===== src/sv/char_lcd_message_sequencer_assert.svh =====
// ----------------------------------------------------------------------------
// Assertion macros for the character LCD message sequencer
// Clocked on clk_i and quiet while rst_ni is low.
// ----------------------------------------------------------------------------
`ifndef CHAR_LCD_MESSAGE_SEQUENCER_ASSERT_SVH
`define CHAR_LCD_MESSAGE_SEQUENCER_ASSERT_SVH

// Check a property at every clock edge outside reset
`define CLMSEQ_ASSERT(label, prop, msg) \
  label: assert property (@(posedge clk_i) disable iff (!rst_ni) (prop)) else $error(msg);

// Check that a condition never holds outside reset
`define CLMSEQ_ASSERT_NEVER(label, expr, msg) \
  `CLMSEQ_ASSERT(label, !(expr), msg)

`endif


===== src/sv/clmseq_pkg.sv =====
// ----------------------------------------------------------------------------
// clmseq_pkg
// Types, codes and tables shared by the LCD message sequencer modules.
// ----------------------------------------------------------------------------
package clmseq_pkg;

  // Action codes
  localparam logic [1:0] ACT_BACKLIGHT = 2'd0;
  localparam logic [1:0] ACT_WRITE     = 2'd1;
  localparam logic [1:0] ACT_PAUSE     = 2'd2;

  // Wait classes
  localparam logic [1:0] WAIT_NONE  = 2'd0;
  localparam logic [1:0] WAIT_SHORT = 2'd1;
  localparam logic [1:0] WAIT_TICK  = 2'd2;
  localparam logic [1:0] WAIT_LONG  = 2'd3;

  // Register select
  localparam logic RS_COMMAND = 1'b0;
  localparam logic RS_DATA    = 1'b1;

  localparam logic [7:0] CMD_LINE_TWO = 8'hc0;
  localparam logic [7:0] NEWLINE_CODE = 8'd10;

  // Queue depth between front and back
  localparam int unsigned QUEUE_DEPTH = 2;

  // Sequencer steps
  localparam int unsigned STEP_W = 4;
  localparam logic [STEP_W-1:0] STEP_POWER      = 4'd0;
  localparam logic [STEP_W-1:0] STEP_INIT_FIRST = 4'd1;
  localparam logic [STEP_W-1:0] STEP_INIT_LAST  = 4'd9;
  localparam logic [STEP_W-1:0] STEP_CHAR       = 4'd10;
  localparam logic [STEP_W-1:0] STEP_PAUSE      = 4'd11;
  localparam logic [STEP_W-1:0] STEP_LIGHT      = 4'd12;
  localparam logic [STEP_W-1:0] STEP_DONE       = 4'd13;

  // Init command table
  localparam int unsigned INIT_LEN = 9;
  localparam logic [7:0] INIT_BYTES [INIT_LEN] = '{
    8'h30, 8'h30, 8'h30, 8'h38, 8'h08, 8'h01, 8'h06, 8'h0c, 8'h02
  };
  localparam logic [1:0] INIT_WAITS [INIT_LEN] = '{
    WAIT_TICK, WAIT_SHORT, WAIT_SHORT, WAIT_SHORT, WAIT_SHORT,
    WAIT_TICK, WAIT_TICK, WAIT_SHORT, WAIT_TICK
  };

  // Back end sequencer state
  typedef enum logic {
    SEQ_IDLE,
    SEQ_RUN
  } seq_state_e;

  // Classified item from the front end
  typedef struct packed {
    logic       need_init;
    logic       has_char;
    logic       newline;
    logic [7:0] char_code;
    logic       last;
    logic       important;
  } desc_t;

  // Queue handshake toward the back end
  typedef struct packed {
    logic  valid;
    desc_t desc;
  } queue_head_t;

  // First step of an item
  function automatic logic [STEP_W-1:0] first_step(input desc_t d);
    logic [STEP_W-1:0] s;
    if (d.need_init) begin
      s = STEP_POWER;
    end else if (d.has_char) begin
      s = STEP_CHAR;
    end else if (d.last) begin
      s = STEP_PAUSE;
    end else begin
      s = STEP_DONE;
    end
    return s;
  endfunction

  // Step that follows s for item d, STEP_DONE when s closes the item
  function automatic logic [STEP_W-1:0] next_step(input logic [STEP_W-1:0] s,
                                                  input desc_t d);
    logic [STEP_W-1:0] n;
    n = STEP_DONE;
    case (s) inside
      [STEP_POWER:4'd8]: n = s + 4'd1;
      STEP_INIT_LAST: begin
        if (d.has_char) begin
          n = STEP_CHAR;
        end else if (d.last) begin
          n = STEP_PAUSE;
        end
      end
      STEP_CHAR: begin
        if (d.last) begin
          n = STEP_PAUSE;
        end
      end
      STEP_PAUSE: n = STEP_LIGHT;
      default:    n = STEP_DONE;
    endcase
    return n;
  endfunction

endpackage


===== src/sv/clmseq_if.sv =====
// ----------------------------------------------------------------------------
// clmseq_in_if / clmseq_out_if
// Valid/ready channels for message items and LCD action items.
// ----------------------------------------------------------------------------
interface clmseq_in_if;
  logic       valid;
  logic       ready;
  logic [7:0] character;
  logic       has_character;
  logic       last_of_message;
  logic       important;

  modport source (output valid, character, has_character, last_of_message,
                  important, input ready);
  modport sink   (input valid, character, has_character, last_of_message,
                  important, output ready);
endinterface

interface clmseq_out_if;
  logic       valid;
  logic       ready;
  logic [1:0] action;
  logic       register_select;
  logic [7:0] bus_byte;
  logic       backlight_on;
  logic [1:0] wait_class;
  logic       last_result;

  modport source (output valid, action, register_select, bus_byte, backlight_on,
                  wait_class, last_result, input ready);
  modport sink   (input valid, action, register_select, bus_byte, backlight_on,
                  wait_class, last_result, output ready);
endinterface


===== src/sv/clmseq_front.sv =====
// ----------------------------------------------------------------------------
// clmseq_front
// Accepts message items, tracks the open message and classifies each item.
// ----------------------------------------------------------------------------
module clmseq_front (
  input  logic                  clk_i,
  input  logic                  rst_ni,
  clmseq_in_if.sink             in_if,
  output logic                  push_valid_o,
  output clmseq_pkg::desc_t     push_desc_o,
  input  logic                  push_ready_i
);
  import clmseq_pkg::*;

  logic  open_q, open_d;
  logic  accept;
  desc_t desc;

  // Stall the input while the queue is full
  assign in_if.ready = push_ready_i;
  assign accept      = in_if.valid && push_ready_i;

  // Classify the item
  always_comb begin
    desc.need_init = !open_q;
    desc.has_char  = in_if.has_character;
    desc.newline   = (in_if.character == NEWLINE_CODE);
    desc.char_code = in_if.character;
    desc.last      = in_if.last_of_message;
    desc.important = in_if.important;
  end

  // Drop items that cause no action
  assign push_valid_o = accept && (desc.need_init || desc.has_char || desc.last);
  assign push_desc_o  = desc;

  // Open on any accepted item, close on the last one
  assign open_d = accept ? !in_if.last_of_message : open_q;

  always_ff @(posedge clk_i or negedge rst_ni) begin
    if (!rst_ni) begin
      open_q <= 1'b0;
    end else begin
      open_q <= open_d;
    end
  end

endmodule


===== src/sv/clmseq_queue.sv =====
// ----------------------------------------------------------------------------
// clmseq_queue
// Short register queue of classified items between front and back end.
// ----------------------------------------------------------------------------
module clmseq_queue #(
  parameter int unsigned Depth = clmseq_pkg::QUEUE_DEPTH
) (
  input  logic                    clk_i,
  input  logic                    rst_ni,
  input  logic                    push_valid_i,
  input  clmseq_pkg::desc_t       push_desc_i,
  output logic                    push_ready_o,
  output clmseq_pkg::queue_head_t head_o,
  input  logic                    pop_i
);
  import clmseq_pkg::*;

  localparam int unsigned PtrW = (Depth > 1) ? $clog2(Depth) : 1;
  localparam int unsigned CntW = $clog2(Depth + 1);
  localparam logic [PtrW-1:0] PtrMax = PtrW'(Depth - 1);

  desc_t           entries_q [Depth];
  logic [PtrW-1:0] wr_ptr_q, wr_ptr_d;
  logic [PtrW-1:0] rd_ptr_q, rd_ptr_d;
  logic [CntW-1:0] count_q, count_d;
  logic            do_push, do_pop;

  assign push_ready_o = (count_q != CntW'(Depth));
  assign do_push      = push_valid_i && push_ready_o;
  assign do_pop       = pop_i && (count_q != '0);

  assign head_o.valid = (count_q != '0);
  assign head_o.desc  = entries_q[rd_ptr_q];

  // Advance pointers with wrap
  always_comb begin
    wr_ptr_d = wr_ptr_q;
    rd_ptr_d = rd_ptr_q;
    count_d  = count_q;
    if (do_push) begin
      wr_ptr_d = (wr_ptr_q == PtrMax) ? '0 : wr_ptr_q + 1'b1;
    end
    if (do_pop) begin
      rd_ptr_d = (rd_ptr_q == PtrMax) ? '0 : rd_ptr_q + 1'b1;
    end
    if (do_push && !do_pop) begin
      count_d = count_q + 1'b1;
    end else if (do_pop && !do_push) begin
      count_d = count_q - 1'b1;
    end
  end

  always_ff @(posedge clk_i or negedge rst_ni) begin
    if (!rst_ni) begin
      wr_ptr_q <= '0;
      rd_ptr_q <= '0;
      count_q  <= '0;
    end else begin
      wr_ptr_q <= wr_ptr_d;
      rd_ptr_q <= rd_ptr_d;
      count_q  <= count_d;
    end
  end

  // Store entries
  always_ff @(posedge clk_i) begin
    if (do_push) begin
      entries_q[wr_ptr_q] <= push_desc_i;
    end
  end

endmodule


===== src/sv/clmseq_back.sv =====
// ----------------------------------------------------------------------------
// clmseq_back
// Steps through the LCD actions of each queued item, one action per cycle
// while the output is not stalled, into an output register.
// ----------------------------------------------------------------------------
`include "char_lcd_message_sequencer_assert.svh"

module clmseq_back (
  input  logic                    clk_i,
  input  logic                    rst_ni,
  input  clmseq_pkg::queue_head_t head_i,
  output logic                    pop_o,
  clmseq_out_if.source            out_if
);
  import clmseq_pkg::*;

  seq_state_e        state_q, state_d;
  logic [STEP_W-1:0] step_q, step_d;
  logic [STEP_W-1:0] step_sel, step_nxt;
  logic [STEP_W-1:0] init_idx;
  logic              load, is_final;

  logic       out_valid_q;
  logic [1:0] action_q, action_d;
  logic       rs_q, rs_d;
  logic [7:0] byte_q, byte_d;
  logic       light_q, light_d;
  logic [1:0] wait_q, wait_d;
  logic       last_q;

  // Pick the current step and its successor
  assign step_sel = (state_q == SEQ_RUN) ? step_q : first_step(head_i.desc);
  assign step_nxt = next_step(step_sel, head_i.desc);
  assign is_final = (step_nxt == STEP_DONE);
  assign init_idx = step_sel - STEP_INIT_FIRST;
  assign load     = head_i.valid && (!out_valid_q || out_if.ready);
  assign pop_o    = load && is_final;

  // Next state
  always_comb begin
    state_d = state_q;
    step_d  = step_q;
    case (state_q)
      SEQ_IDLE: begin
        if (load && !is_final) begin
          state_d = SEQ_RUN;
          step_d  = step_nxt;
        end
      end
      SEQ_RUN: begin
        if (load) begin
          step_d = step_nxt;
          if (is_final) begin
            state_d = SEQ_IDLE;
          end
        end
      end
      default: state_d = SEQ_IDLE;
    endcase
  end

  // Build the action for the current step
  always_comb begin
    action_d = ACT_WRITE;
    rs_d     = RS_COMMAND;
    byte_d   = '0;
    light_d  = 1'b0;
    wait_d   = WAIT_SHORT;
    case (step_sel) inside
      STEP_POWER: begin
        action_d = ACT_BACKLIGHT;
        light_d  = 1'b1;
        wait_d   = WAIT_LONG;
      end
      [STEP_INIT_FIRST:STEP_INIT_LAST]: begin
        byte_d = INIT_BYTES[init_idx];
        wait_d = INIT_WAITS[init_idx];
      end
      STEP_CHAR: begin
        if (head_i.desc.newline) begin
          byte_d = CMD_LINE_TWO;
        end else begin
          rs_d   = RS_DATA;
          byte_d = head_i.desc.char_code;
        end
      end
      STEP_PAUSE: begin
        action_d = ACT_PAUSE;
      end
      default: begin
        action_d = ACT_BACKLIGHT;
        light_d  = head_i.desc.important;
        wait_d   = WAIT_NONE;
      end
    endcase
  end

  always_ff @(posedge clk_i or negedge rst_ni) begin
    if (!rst_ni) begin
      state_q     <= SEQ_IDLE;
      step_q      <= STEP_POWER;
      out_valid_q <= 1'b0;
    end else begin
      state_q <= state_d;
      step_q  <= step_d;
      if (load) begin
        out_valid_q <= 1'b1;
      end else if (out_if.ready) begin
        out_valid_q <= 1'b0;
      end
    end
  end

  // Hold the result until taken
  always_ff @(posedge clk_i) begin
    if (load) begin
      action_q <= action_d;
      rs_q     <= rs_d;
      byte_q   <= byte_d;
      light_q  <= light_d;
      wait_q   <= wait_d;
      last_q   <= is_final;
    end
  end

  assign out_if.valid           = out_valid_q;
  assign out_if.action          = action_q;
  assign out_if.register_select = rs_q;
  assign out_if.bus_byte        = byte_q;
  assign out_if.backlight_on    = light_q;
  assign out_if.wait_class      = wait_q;
  assign out_if.last_result     = last_q;

  `CLMSEQ_ASSERT(a_run_has_head, (state_q == SEQ_RUN) |-> head_i.valid, "running with empty queue")
  `CLMSEQ_ASSERT(a_run_step_range, (state_q == SEQ_RUN) |-> (step_q >= STEP_INIT_FIRST && step_q <= STEP_LIGHT), "step out of range")
  `CLMSEQ_ASSERT(a_write_waits, (out_valid_q && action_q == ACT_WRITE) |-> (wait_q != WAIT_NONE), "bus write without wait")
  `CLMSEQ_ASSERT_NEVER(a_idle_fields, out_valid_q && action_q != ACT_WRITE && (rs_q || byte_q != 8'h00), "bus fields set on non-write")

endmodule


===== src/sv/char_lcd_message_sequencer.sv =====
// ----------------------------------------------------------------------------
// char_lcd_message_sequencer: message items in, LCD actions out, one per cycle unless stalled.
// Path: an item enters the queue at its accept edge; with the back end idle
// its first action then passes through the output register to the output.
// Actions: one per cycle unless stalled; a first item gives up to 13, a character 1.
// Reset: asynchronous, active low; clears the open message, queue and output.
// ----------------------------------------------------------------------------
module char_lcd_message_sequencer #(
  parameter int unsigned QueueDepth = clmseq_pkg::QUEUE_DEPTH
) (
  input  logic         clk_i,
  input  logic         rst_ni,
  clmseq_in_if.sink    in_if,
  clmseq_out_if.source out_if
);
  import clmseq_pkg::*;

  logic        push_valid;
  logic        push_ready;
  desc_t       push_desc;
  queue_head_t head;
  logic        pop;

  // Accept and classify items
  clmseq_front u_front (
    .clk_i        (clk_i),
    .rst_ni       (rst_ni),
    .in_if        (in_if),
    .push_valid_o (push_valid),
    .push_desc_o  (push_desc),
    .push_ready_i (push_ready)
  );

  // Decouple front and back
  clmseq_queue #(
    .Depth (QueueDepth)
  ) u_queue (
    .clk_i        (clk_i),
    .rst_ni       (rst_ni),
    .push_valid_i (push_valid),
    .push_desc_i  (push_desc),
    .push_ready_o (push_ready),
    .head_o       (head),
    .pop_i        (pop)
  );

  // Emit LCD actions
  clmseq_back u_back (
    .clk_i  (clk_i),
    .rst_ni (rst_ni),
    .head_i (head),
    .pop_o  (pop),
    .out_if (out_if)
  );

endmodule

===== src/flat_wrapper.sv =====
// flat-port wrapper written by rule: the top's interface ports become plain ports
module char_lcd_message_sequencer_flat import clmseq_pkg::*;
#(
  parameter int unsigned QueueDepth = clmseq_pkg::QUEUE_DEPTH
)
  (clk_i, rst_ni, in_if_valid, in_if_character, in_if_has_character, in_if_last_of_message, in_if_important, in_if_ready, out_if_valid, out_if_action, out_if_register_select, out_if_bus_byte, out_if_backlight_on, out_if_wait_class, out_if_last_result, out_if_ready);
  clmseq_in_if in_if_i ();
  clmseq_out_if out_if_i ();
  input  logic clk_i;
  input  logic rst_ni;
  input wire logic [$bits(in_if_i.valid)-1:0] in_if_valid;
  input wire logic [$bits(in_if_i.character)-1:0] in_if_character;
  input wire logic [$bits(in_if_i.has_character)-1:0] in_if_has_character;
  input wire logic [$bits(in_if_i.last_of_message)-1:0] in_if_last_of_message;
  input wire logic [$bits(in_if_i.important)-1:0] in_if_important;
  output wire logic [$bits(in_if_i.ready)-1:0] in_if_ready;
  output wire logic [$bits(out_if_i.valid)-1:0] out_if_valid;
  output wire logic [$bits(out_if_i.action)-1:0] out_if_action;
  output wire logic [$bits(out_if_i.register_select)-1:0] out_if_register_select;
  output wire logic [$bits(out_if_i.bus_byte)-1:0] out_if_bus_byte;
  output wire logic [$bits(out_if_i.backlight_on)-1:0] out_if_backlight_on;
  output wire logic [$bits(out_if_i.wait_class)-1:0] out_if_wait_class;
  output wire logic [$bits(out_if_i.last_result)-1:0] out_if_last_result;
  input wire logic [$bits(out_if_i.ready)-1:0] out_if_ready;
  assign in_if_i.valid = in_if_valid;
  assign in_if_i.character = in_if_character;
  assign in_if_i.has_character = in_if_has_character;
  assign in_if_i.last_of_message = in_if_last_of_message;
  assign in_if_i.important = in_if_important;
  assign in_if_ready = in_if_i.ready;
  assign out_if_valid = out_if_i.valid;
  assign out_if_action = out_if_i.action;
  assign out_if_register_select = out_if_i.register_select;
  assign out_if_bus_byte = out_if_i.bus_byte;
  assign out_if_backlight_on = out_if_i.backlight_on;
  assign out_if_wait_class = out_if_i.wait_class;
  assign out_if_last_result = out_if_i.last_result;
  assign out_if_i.ready = out_if_ready;
  char_lcd_message_sequencer #(.QueueDepth(QueueDepth)) u_core (.clk_i(clk_i), .rst_ni(rst_ni), .in_if(in_if_i), .out_if(out_if_i));
endmodule

===== config.mk =====
export PLATFORM = sky130hd
export DESIGN_NAME = char_lcd_message_sequencer_flat
export DESIGN_NICKNAME = d
export VERILOG_FILES = /design/src/sv/clmseq_pkg.sv /design/src/sv/clmseq_if.sv /design/src/sv/clmseq_front.sv /design/src/sv/clmseq_queue.sv /design/src/sv/clmseq_back.sv /design/src/sv/char_lcd_message_sequencer.sv /design/src/flat_wrapper.sv
export VERILOG_INCLUDE_DIRS = /design/src /design/src/sv
export SDC_FILE = /design/constraint.sdc
export NUM_CORES = 1
export LEC_CHECK = 0
export BUFFER_PORTS_ARGS = -buffer_cell sky130_fd_sc_hd__clkbuf_2
export CAP_MARGIN = 20
export CORE_ASPECT_RATIO = 0.5
export CORE_MARGIN = 2
export CORE_UTILIZATION = 30
export CTS_CLUSTER_DIAMETER = 40
export CTS_CLUSTER_SIZE = 12
export DETAILED_ROUTE_END_ITERATION = 8
export GPL_TIMING_DRIVEN = 0
export PLACE_DENSITY = 0.54
export SYNTH_ARGS = -nofsm -noshare
export SYNTH_HDL_FRONTEND = slang
export SYNTH_SLANG_ARGS = --single-unit

===== constraint.sdc =====
create_clock -name clk_i -period 3.7 [get_ports clk_i]
set_clock_uncertainty 0.2 [all_clocks]
set_input_delay 0.555 -clock clk_i [delete_from_list [all_inputs] [get_ports clk_i]]
set_output_delay 0.555 -clock clk_i [all_outputs]
set_load 0.005 [all_outputs]

After elaboration in Yosys (flattened, before gate mapping)
Memory sizes are Yosys's and may differ from the RTL's.
Index checks and enable logic that the tools add are counted.
{"block": "word_totals", "reg_bits": 26, "latchBits": 0, "ram_bits": 26, "mem_bits_ro": 160, "output_inout_bits": 17, "wordCells": 106, "mem_count": 3}
{"block": "op_classes", "n_addsub": 6, "mul": 0, "div": 0, "n_lt_le_gt_ge": 5, "eq_ne": 8, "shift": 0, "mux": 40, "bitwise": 3, "n_reduce_logical": 27}
{"name": "(name not given)", "depth": 16, "width": 8, "read_ports": 1, "rd_ports_with_merged_regs": 0, "write_ports": 0, "line_no": "clmseq_back.sv:76", "source": "byte_d = INIT_BYTES[init_idx];"}
{"name": "(name not given)", "depth": 16, "width": 2, "read_ports": 1, "rd_ports_with_merged_regs": 0, "write_ports": 0, "line_no": "clmseq_back.sv:77", "source": "wait_d = INIT_WAITS[init_idx];"}
{"name": "u_core.u_queue.entries_q", "depth": 2, "width": 13, "read_ports": 1, "rd_ports_with_merged_regs": 0, "write_ports": 1, "line_no": "clmseq_queue.sv:22", "source": "desc_t entries_q [Depth];"}
{"cell": "$mux 8", "n": 5}
{"cell": "$mux 4", "n": 8}
{"cell": "$mux 1", "n": 18}
{"cell": "$eq 4x4->1 const B", "n": 4}
{"cell": "$mux 2", "n": 6}
{"cell": "$logic_and 1x1->1", "n": 11}
{"cell": "$eq 8x4->1 const B", "n": 1}
{"cell": "$ge 4x1->1 const B", "n": 2}
{"cell": "$le 4x4->1 const B", "n": 2}
{"cell": "$pmux 4 s2", "n": 1}
{"cell": "$logic_not 1->1", "n": 6}
{"cell": "$reduce_bool 2->1", "n": 3}
{"cell": "$reduce_or 3->1", "n": 2}
{"cell": "$ge 5x5->1 const B", "n": 1}
{"cell": "$not 4->5", "n": 1}
{"cell": "$add 4x1->4 const B", "n": 1}
{"cell": "$logic_not 4->1", "n": 1}
{"cell": "$ne 2x2->1 const B", "n": 2}
{"cell": "$sub 4x1->4 const B", "n": 1}
{"cell": "$logic_or 1x1->1", "n": 3}
{"cell": "$mux 3", "n": 1}
{"cell": "$add 1x1->1 const B", "n": 2}
{"cell": "$add 2x1->2 const B", "n": 1}
{"cell": "$ne 2x1->1 const B", "n": 1}
{"cell": "other kinds (4)", "n": 5}

Logic depth before layout (Yosys ltp)
Gate-level depths: netlist (run 1).
An unclocked memory read counts as a cell.
{"block": "depth", "depth_word": 16, "mapped_depth": 15, "mapped_depth_nobuf": 14}

By module
From an unflattened synthesis (run 1), not the netlist that was laid out.
{"block": "unflattened", "hier_cells": 256, "area_unflattened_um2": 2912.8}
{"module": "clmseq_back", "instances": 1, "cells_per_inst": 177, "area_per_inst_um2": 1604.0}
{"module": "clmseq_queue", "instances": 1, "cells_per_inst": 58, "area_per_inst_um2": 1144.8}
{"module": "clmseq_front", "instances": 1, "cells_per_inst": 21, "area_per_inst_um2": 163.9}

Worst setup path before layout (run 1)
OpenSTA, ideal clock, no wires.
{"block": "synth_timing", "path_type": "flip-flop to flip-flop", "start": "register (tool-made name)", "end": "register u_core.u_queue.count_q[1]", "setup_ns": 0.079, "t_arrival_ns": 3.005, "required_time_ns": 3.421, "slack_ns": 0.416, "stages_incl_launch_ff": 16, "path_buffers": 2, "synth_period_minus_slack_ns": 3.284, "cell_sequence": "dfrtp_1 buf_2 nor4b_1 nor3_2 inv_1 ha_1 clkbuf_1 nor3b_1 a21oi_4 nand3b_4 a21boi_4 o211ai_2 ha_1 xor2_1 nor2_1 xor2_1"}
{"item": "end signal: assignment", "line_no": "clmseq_queue.sv:61", "source": "count_q <= count_d;"}
{"item": "end: declaration", "line_no": "clmseq_queue.sv:25", "source": "logic [CntW-1:0] count_q, count_d;"}

Worst setup path in the final report (run 1)
{"block": "layout_timing", "start": "memory u_core.u_queue.entries_q[0][1] in the netlist's numbering", "end": "register u_core.u_queue.count_q[1]"}
{"block": "layout_via", "elab_chain_cells": 16, "word_cells_on_any_way": 24}
{"item": "start: declaration", "line_no": "clmseq_queue.sv:22"}
{"item": "$mem_v2 2x13 *"}
{"item": "$mux 3 *", "line_no": "clmseq_pkg.sv:77, clmseq_pkg.sv:95, clmseq_pkg.sv:100"}
{"item": "$mux 4", "line_no": "clmseq_pkg.sv:75, clmseq_pkg.sv:93"}
{"item": "$mux 4", "line_no": "clmseq_pkg.sv:73", "source": "if (d.need_init) begin"}
{"item": "$mux 4", "line_no": "clmseq_back.sv:32", "source": "assign step_sel = (state_q == SEQ_RUN) ? step_q : first_step(head_i.desc);"}
{"item": "$eq 4x4->1", "line_no": "clmseq_back.sv:33", "source": "assign step_nxt = next_step(step_sel, head_i.desc);"}
{"item": "$mux 1", "line_no": "clmseq_pkg.sv:90", "source": "case (s) inside"}
{"item": "$mux 4 (2 in a row)", "line_no": "clmseq_pkg.sv:90"}
{"item": "$mux 4 *", "line_no": "clmseq_pkg.sv:90"}
{"item": "$eq 4x4->1 *", "line_no": "clmseq_back.sv:34", "source": "assign is_final = (step_nxt == STEP_DONE);"}
{"item": "$logic_and 1x1->1 *", "line_no": "clmseq_back.sv:37", "source": "assign pop_o = load && is_final;"}
{"item": "$logic_and 1x1->1 *", "line_no": "clmseq_queue.sv:30", "source": "assign do_pop = pop_i && (count_q != '0);"}
{"item": "$logic_not 1->1", "line_no": "clmseq_queue.sv:46", "source": "if (do_push && !do_pop) begin"}
{"item": "$logic_and 1x1->1", "line_no": "clmseq_queue.sv:46"}
{"item": "$mux 2 / $reduce_bool 2->1 (equally long branches)"}
Mark *: on every way between the ends. The rest lies on a longest branch, timed or not.
A chain may end at the register's enable or synchronous reset.

==> results of run 1 <==
critical path: stages (launching register included):
cell,delay (ps)
edfxtp_1,450
or2_2,330
a221oi_4,300
a21o_1,240
inv_1,130
ha_1,290
nor3b_2,200
a21oi_4,160
nand3b_4,100
a21boi_4,150
o211ai_2,170
ha_1,280
xor2_1,140
nor2_1,110
xor2_1,140
layer usage:
metal  GRT usage [%]  vias up  routed length [um]
met3           2.772        8                 190
li1                -     1000                   -
met2           20.97       39                2919
met5               0        -                   0
met1           18.48     1009                3222
met4           5.612        0                  91
cell usage after synthesis (5+ instances only):
library cell,number,area share (%)
a22oi_1,5,1.3
nand2b_1,6,1.3
a21oi_1,5,0.90
ha_1,9,4.0
nor2_1,20,2.7
inv_1,7,0.94
o22ai_1,5,1.1
dfrtp_1,11,9.9
o21ai_0,11,2.0
edfxtp_1,41,44
nand2_1,22,3.0
clkbuf_1,6,0.81
worst max path at each step:
stage                                                    startpoint                                     to  slack (ps)  depth (start not counted)
after floorplan                                            register  u_core.u_queue.count_q[1]$_DFFE_PN0P_         420                         15
after global placement                                     register  u_core.u_queue.count_q[1]$_DFFE_PN0P_        -120                         15
after detailed placement                                   register  u_core.u_queue.count_q[1]$_DFFE_PN0P_        -190                         15
after CTS                 u_core.u_queue.entries_q[0][11]$_DFFE_PP_  u_core.u_queue.count_q[1]$_DFFE_PN0P_         0.5                         14
after global routing                                       register  u_core.u_queue.count_q[1]$_DFFE_PN0P_          10                         15
final                      u_core.u_queue.entries_q[0][1]$_DFFE_PP_  u_core.u_queue.count_q[1]$_DFFE_PN0P_         210                         14
state kept, by name, indices dropped and copies added (netlist names), 2 cells and up, named ones only:
| register | count |
|---|---|
| u_core.u_back.out_if.bus_byte | 8 |
| u_core.u_back.step_q | 4 |
| u_core.u_queue.count_q | 2 |
| u_core.u_back.out_if.action | 2 |
| u_core.u_back.out_if.wait_class | 2 |
| u_core.u_queue.entries_q | 26 |
where the power goes:
group,switching [uW],internal [uW],total (uW)
clock network,225,257,482
registers,95.1,915,1010
logic,1160,747,1910
cell type report:
class                           count  area (um2)
Buffer                             11       57.56
Clock buffer                        5       125.1
Clock inverter                      3       27.53
Fill cell                         867        5515
Inverter                            8       30.03
Multi-Input combinational cell    168        1229
Sequential cell                    52        1506
Tap cell                          117       146.4
Timing Repair Buffer               39       221.5
kinds of logic after synthesis:
| group | Yosys count |
|---|---|
| xor gates and xnor gates | 7 |
| adders and majority gates | 9 |
| and+or+nand+nor | 82 |
| DFF | 52 |
| AOI/OAI and AO/OA | 65 |
| muxes | 5 |
| buffers and inverters | 19 |
repair_timing:
action                                 4_1_cts  5_1_grt
hold buffers                                 1        0
resized for setup                            4        2
pin swaps                                    0        1
buffers inserted                             0        6
endpoints found under the hold margin       11        0
setup endpoints to repair                    2        2
metrics by stage:
step                      util [%]  std cells  setup WS [ps]  cell area (um2)  hold slack [ps]
after floorplan                  -        239          415.7             2781            59.41
after global routing         37.74        403          10.57             3343            257.3
after global placement       34.80        387         -118.6             3083            246.7
after CTS                    37.05        397         0.5000             3282            254.0
final                        37.74        403          211.2             3343            259.1
after detailed placement     34.99        388         -194.2             3099            248.8
==> flow_summary.ini, run 1 <==
[worst_setup_path]
path_class = reg -> reg
r2r_slack_ps = 210
r2r-end = u_core.u_queue.count_q[1]$_DFFE_PN0P_
r2r_cells = 14
startpoint_type = register
worst-path-max-fanout = 7
worstPathArrival_ps = 3510
cp.required_ps = 3720
end_kind = register
rr_startpoint = u_core.u_queue.entries_q[0][1]$_DFFE_PP_

[place]
place_hpwl_mm = 4.652
portBuffers = 31
place_congestion = 0.8975

[min_path]
min_path_cells = 1
worstHoldStart = in_if_important
whs_endpoint = u_core.u_queue.entries_q[0][0]$_DFFE_PP_
hold_path_class = in -> reg

[clock_network]
htreeDepth = 2
cts_buffers = 5
cts_sinks = 52
clockBufferDepth = 2
clkSlewWorstSetupHoldPaths_ps = 80
cts_tree = yes
root_buffer = clkbuf_16
clk-insertion-delay-late_ps = 300

[synthesis]
synth-main-ff-cell = edfxtp_1
syn_area_um2 = 2781
synth.distinct_cells = 65
ys_seq_elements = 52
synth-simple-area-share_pct = 16.24
synth_mux_area_share_pct = 1.934
synth-compound-area-share_pct = 18.31
seq_area_frac_synth_pct = 54.16
async_reset_ff_share_pct = 21.15
synth_nets = 263
synth_cells = 239
synth_enable_flop_cells = 41
synth.avg_cell_area_um2 = 11.64
yosys_warnings = 0
synthAdderAreaFrac_pct = 4.049
synth-xor-area-share_pct = 2.204
synth_top_family_by_area = compound AO/OA/AOI/OAI gates

[flow_run]
drv_cap = 0

[die]
ios = 32
rows = 24
initial_core_util_pct = 31.40
die_h_um = 72.09
die_area_um2 = 10100
die_width_um = 140.2
core_um2 = 8859

[grt]
grt_overflow = 0
grt_pass1_vias = 2014
grt_start_max_net_pins = 21
grtUsageTotal_pct = 13.43
grt_pass1_wl_mm = 10.56
antenna_found_initial = 0

[detailed_routing]
vias = 2056
vias_per_cell = 5.102
antenna_left = 0
first_pass_iters = 6
wirelength_mm = 6.423
routedWlPerCell_um = 15.94
drc = 0
drt-initial-drc-count = 202

[timing]
final-hold-violation-count = 0
setup_tns_ps = 0
fmax_mhz = 286.6
fin_crit_ps = 3489
fin_crit_sh_pct = 94.29
relSlewSlack_pct = 46.34
finalMaxSlewViolations = 0
setup_viol = 0
rsz0062_at_grt = false
worst_pin_slew_ps = 804.1

[cells_and_area]
area_growth_pct = 20.20
layout_commonest_cell = edfxtp_1
final_cell_mix = 41 x edfxtp_1, 32 x clkbuf_2, 22 x nand2_1
layout.nets = 309
drive_gt1_share_pct = 24.83
n_antenna_cell = 0

[run_status]
status = complete, no violations

[power]
power_density_nw_per_um2 = 1017
p_leak_uw = 0.001288
finalPower_uw = 3400
ir_drop_v = 0.0002758
Note: power is estimated with default switching activity, not from simulation.
==> run 2, diff against run 1 <==
--- a/config.mk
+++ b/config.mk
@@ -10,12 +10,12 @@
 export CAP_MARGIN = 20
 export CORE_ASPECT_RATIO = 0.5
 export CORE_MARGIN = 2
-export CORE_UTILIZATION = 30
+export CORE_UTILIZATION = 62
 export CTS_CLUSTER_DIAMETER = 40
 export CTS_CLUSTER_SIZE = 12
 export DETAILED_ROUTE_END_ITERATION = 8
 export GPL_TIMING_DRIVEN = 0
-export PLACE_DENSITY = 0.54
+export PLACE_DENSITY = 0.91
 export SYNTH_ARGS = -nofsm -noshare
 export SYNTH_HDL_FRONTEND = slang
 export SYNTH_SLANG_ARGS = --single-unit
==> constraint.sdc (replaced) <==
create_clock -name clk_i -period 4.5 [get_ports clk_i]
set_clock_uncertainty 0.2 [all_clocks]
set_input_delay 0.675 -clock clk_i [delete_from_list [all_inputs] [get_ports clk_i]]
set_output_delay 0.675 -clock clk_i [all_outputs]
set_load 0.005 [all_outputs]
==> flow_summary.ini, run 2 (synthesis results as in run 1) <==
[run_status]
status = finished with violations
violations = DRC

[die]
die_width_um = 98.72
rows = 17
die_h_um = 51.36
die_area_um2 = 5070
core_um2 = 4360
ios = 32
initial_core_util_pct = 63.79

[timing]
fmax_mhz = 251.1
finalMaxSlewViolations = 0
relSlewSlack_pct = 47.40
worst_pin_slew_ps = 788.2
holdWs_ps = 24.21
fin_crit_sh_pct = 88.50
rsz0062_at_grt = false
setup_viol = 0
final-hold-violation-count = 0
setup_tns_ps = 0
fin_crit_ps = 3983

[detailed_routing]
wirelength_mm = 6.068
routedWlPerCell_um = 18.06
vias = 2107
first_pass_iters = 9
drt-initial-drc-count = 263
antenna_left = 0
drc = 1
vias_per_cell = 6.271

[worst_setup_path]
r2r-end = u_core.u_queue.count_q[1]$_DFFE_PN0P_
cp.required_ps = 4490
crit_buf_inv = 3
r2r_cells = 15
end_kind = register
worstPathArrival_ps = 3970
r2r_slack_ps = 520
crit_chain = buf_2, and2_1, nor3_2, inv_1, ha_1, clkbuf_1, nor3b_1, a21oi_4, nand3b_4, a21boi_4, o211ai_2, ha_1, xor2_1, nor2_1, xor2_1
cpPeakStageDelay_ps = 580
crit_family = simple AND/OR/NAND/NOR gates
worst-path-max-fanout = 10
cp_slowest_cell = nor3_2
startpoint_type = register
path_class = reg -> reg

[flow_run]
drv_cap = 0

[power]
ir_drop_v = 0.0003577
pwr-share-seq_pct = 31.1
p_clk_share_pct = 12.1
p_int_uw = 1494
switching_power_uw = 1203
p_leak_uw = 0.001228
power_switching_share_pct = 44.61
comb_power_share_pct = 56.8
power_density_nw_per_um2 = 860.0

[cells_and_area]
regMostFlops = u_core.u_queue.entries_q
n_antenna_cell = 0
nFillCells = 293
ff_latch_area_um2 = 1506
layout_commonest_cell = edfxtp_1
multi_input_area_um2 = 1194
drive_gt1_share_pct = 21.51
layout.nets = 302
area_growth_pct = 12.73
final_cell_mix = 41 x edfxtp_1, 31 x clkbuf_2, 22 x nand2_1
largest_reg_flops = 26

[place]
portBuffers = 31
place_hpwl_mm = 4.250
place_congestion = 0.9225

[clock_network]
post_cts_resized = 0
root_buffer = clkbuf_8
cts_sinks = 52
clockBufferDepth = 2
htreeDepth = 2
cts_tree = yes
clkSlewWorstSetupHoldPaths_ps = 100
clk-insertion-delay-late_ps = 300
cts_hold_buf = 0
cts_buffers = 5
cts_setup_buffers = 0

[grt]
grtUsageTotal_pct = 25.13
grt_start_max_net_pins = 21
grt_overflow = 0
antenna_found_initial = 0
grt_pass1_wl_mm = 9.618
grt_pass1_vias = 2002

[min_path]
hold_path_class = in -> async
[run 2: worst register-to-register path, stage by stage, from the launching register on]
cell	delay, ps
dfrtp_1	360
buf_2	170
and2_1	190
nor3_2	580
inv_1	250
ha_1	300
clkbuf_1	260
nor3b_1	400
a21oi_4	80
nand3b_4	110
a21boi_4	110
o211ai_2	270
ha_1	230
xor2_1	160
nor2_1	70
xor2_1	140
[run 2: power by group through the flow]
stage	sequential (uW)	clock [uW]	combinational [uW]
final	838	327	1530
after global placement	836	0	1420
after global routing	851	347	1660
after CTS	836	324	1480
after floorplan	834	0	1080
after detailed placement	848	0	1470
[run 2: routing by layer]
metal  track usage (%)  routed length (um)  part of all wire [%]
met5                 0                   0                     0
met4             8.219                 112                   1.8
met3             5.062                 573                   9.4
met2             40.25                2761                    46
met1             35.11                2620                    43
[run 2: per-stage QoR]
stage | util [%] | area, um2 | instances | total power (uW) | setup WS (ps)
final | 71.91 | 3136 | 336 | 2697 | 517.4
after detailed placement | 69.35 | 3024 | 328 | 2317 | 612.2
after floorplan | - | 2781 | 239 | 1919 | 1216
after CTS | 71.91 | 3136 | 336 | 2643 | 581.6
after global placement | 68.98 | 3008 | 327 | 2253 | 784.8
after global routing | 71.91 | 3136 | 336 | 2854 | 258.5
[run 2: cell type report]
cell class,instances,share of cell area (%)
buffer,11,1.796
clock buffer,6,2.314
clock inverter,2,1.237
inverter,8,0.9577
multi-input combinational,168,38.07
sequential,52,48.04
tap,57,2.275
timing repair buffer,32,5.307
[run 2: worst max path at each step]
| stage | slack [ps] | to | start | cells past startpoint |
|---|---|---|---|---|
| finish | 520 | u_core.u_queue.count_q[1]$_DFFE_PN0P_ | register | 15 |
| global route | 260 | u_core.u_queue.count_q[1]$_DFFE_PN0P_ | register | 15 |
| CTS | 580 | u_core.u_queue.count_q[1]$_DFFE_PN0P_ | register | 15 |
| detailed placement | 610 | u_core.u_queue.count_q[1]$_DFFE_PN0P_ | register | 15 |
| global placement | 780 | u_core.u_queue.count_q[1]$_DFFE_PN0P_ | register | 15 |
| floorplan | 1220 | u_core.u_queue.count_q[1]$_DFFE_PN0P_ | register | 15 |
==> run 3, diff against run 2 <==
--- a/config.mk
+++ b/config.mk
@@ -10,12 +10,12 @@
 export CAP_MARGIN = 20
 export CORE_ASPECT_RATIO = 0.5
 export CORE_MARGIN = 2
-export CORE_UTILIZATION = 62
+export CORE_UTILIZATION = 48
 export CTS_CLUSTER_DIAMETER = 40
 export CTS_CLUSTER_SIZE = 12
 export DETAILED_ROUTE_END_ITERATION = 8
 export GPL_TIMING_DRIVEN = 0
-export PLACE_DENSITY = 0.91
+export PLACE_DENSITY = 0.75
 export SYNTH_ARGS = -nofsm -noshare
 export SYNTH_HDL_FRONTEND = slang
 export SYNTH_SLANG_ARGS = --single-unit
==> flow_summary.ini, run 3 (synthesis results as in run 1) <==
[run_status]
status = complete, no violations

[clock_network]
clkSlewWorstSetupHoldPaths_ps = 70
post_cts_resized = 0
clk-insertion-delay-late_ps = 280
cts_setup_buffers = 0
cts_buffers = 5
root_buffer = clkbuf_16
cts_sinks = 52
cts_hold_buf = 0
clockBufferDepth = 2
cts_tree = yes
htreeDepth = 2

[min_path]
hold_path_class = in -> async

[worst_setup_path]
crit_chain = buf_2, nor4b_1, nor3_2, inv_1, ha_1, clkbuf_1, nor3b_1, a21oi_4, nand3b_4, a21boi_4, o211ai_2, ha_1, xor2_1, nor2_1, xor2_1
crit_family = simple AND/OR/NAND/NOR gates
crit_buf_inv = 3
path_class = reg -> reg
startpoint_type = register
cp.required_ps = 4510
cpPeakStageDelay_ps = 550
cp_slowest_cell = nor4b_1
end_kind = register
worst-path-max-fanout = 10
worstPathArrival_ps = 3960

[timing]
fin_crit_ps = 3952
rsz0062_at_grt = false
worst_pin_slew_ps = 775.6
setup_viol = 0
final-hold-violation-count = 0
fin_crit_sh_pct = 87.82
fmax_mhz = 253.0
relSlewSlack_pct = 48.24
setup_tns_ps = 0
timing.final.ws_setup_ps = 548.0
finalMaxSlewViolations = 0

[die]
initial_core_util_pct = 50.21
die_width_um = 111.7
die_h_um = 57.83
ios = 32
rows = 19
core_um2 = 5539
die_area_um2 = 6456

[grt]
grt_overflow = 0
grt_pass1_vias = 1960
grt_pass1_wl_mm = 10.07
antenna_found_initial = 0
grtUsageTotal_pct = 20.31
grt_start_max_net_pins = 21

[cells_and_area]
final_cell_mix = 41 x edfxtp_1, 31 x clkbuf_2, 22 x nand2_1
regMostFlops = u_core.u_queue.entries_q
largest_reg_flops = 26
layout.nets = 302
drive_gt1_share_pct = 21.86
layout_commonest_cell = edfxtp_1
n_antenna_cell = 0
area_growth_pct = 14.71

[detailed_routing]
routedWlPerCell_um = 17.05
wirelength_mm = 6.000
drc = 0
first_pass_iters = 4
vias_per_cell = 5.824
vias = 2050
antenna_left = 0
drt-initial-drc-count = 142

[place]
place_congestion = 0.9226
portBuffers = 31
dp_slack_ps = 650.1
place_hpwl_mm = 4.362

[power]
power_density_nw_per_um2 = 851.5
ir_drop_v = 0.0003032
p_leak_uw = 0.001243

[flow_run]
drv_cap = 0
-- run 3: metrics by stage --
| stage | instances | hold WS [ps] | total power, uW | utilization [%] | area [um2] |
|---|---|---|---|---|---|
| final | 352 | 49.46 | 2717 | 57.60 | 3191 |
| after floorplan | 239 | 179.4 | 1919 | - | 2781 |
| after global placement | 343 | 263.1 | 2273 | 54.66 | 3028 |
| after global routing | 352 | 62.01 | 2913 | 57.60 | 3191 |
| after CTS | 352 | 52.32 | 2709 | 57.60 | 3191 |
| after detailed placement | 344 | 291.8 | 2319 | 54.96 | 3044 |
-- run 3: metal layers --
metal / share of wire [%] / routed length (um) / GRT usage (%)
met5: 0 / 0 / 0
met4: 0.63 / 38 / 6.173
met3: 8.6 / 515 / 5.126
met2: 44 / 2612 / 29.52
met1: 47 / 2833 / 30.36
-- run 3: worst paths after layout --
kind	start	to	slack, ps	depth (start not counted)
max	register	u_core.u_queue.count_q[1]$_DFFE_PN0P_	550	15
max in group asynchronous	rst_ni	u_core.u_back.step_q[2]$_DFFE_PN0P_	3830	1
min reg2reg	u_core.u_queue.wr_ptr_q$_DFFE_PN0P_	u_core.u_queue.wr_ptr_q$_DFFE_PN0P_	300	1
max reg2reg	register	u_core.u_queue.count_q[1]$_DFFE_PN0P_	550	15
min	rst_ni	u_core.u_queue.wr_ptr_q$_DFFE_PN0P_	50	1
min in group clk_i	u_core.u_queue.wr_ptr_q$_DFFE_PN0P_	u_core.u_queue.wr_ptr_q$_DFFE_PN0P_	300	1
-- run 3: final cells by class --
cell class | count | area (um2)
Inverter | 8 | 30.03
Clock inverter | 3 | 21.27
Clock buffer | 5 | 125.1
Multi-Input combinational cell | 168 | 1194
Buffer | 11 | 56.30
Timing Repair Buffer | 32 | 166.4
Fill cell | 463 | 2349
Tap cell | 73 | 91.34
Sequential cell | 52 | 1506
-- run 3: power breakdown --
part | internal [uW] | total, uW | switching, uW
Combinational | 573 | 1500 | 932
Sequential | 753 | 836 | 83.2
Clock | 207 | 376 | 169
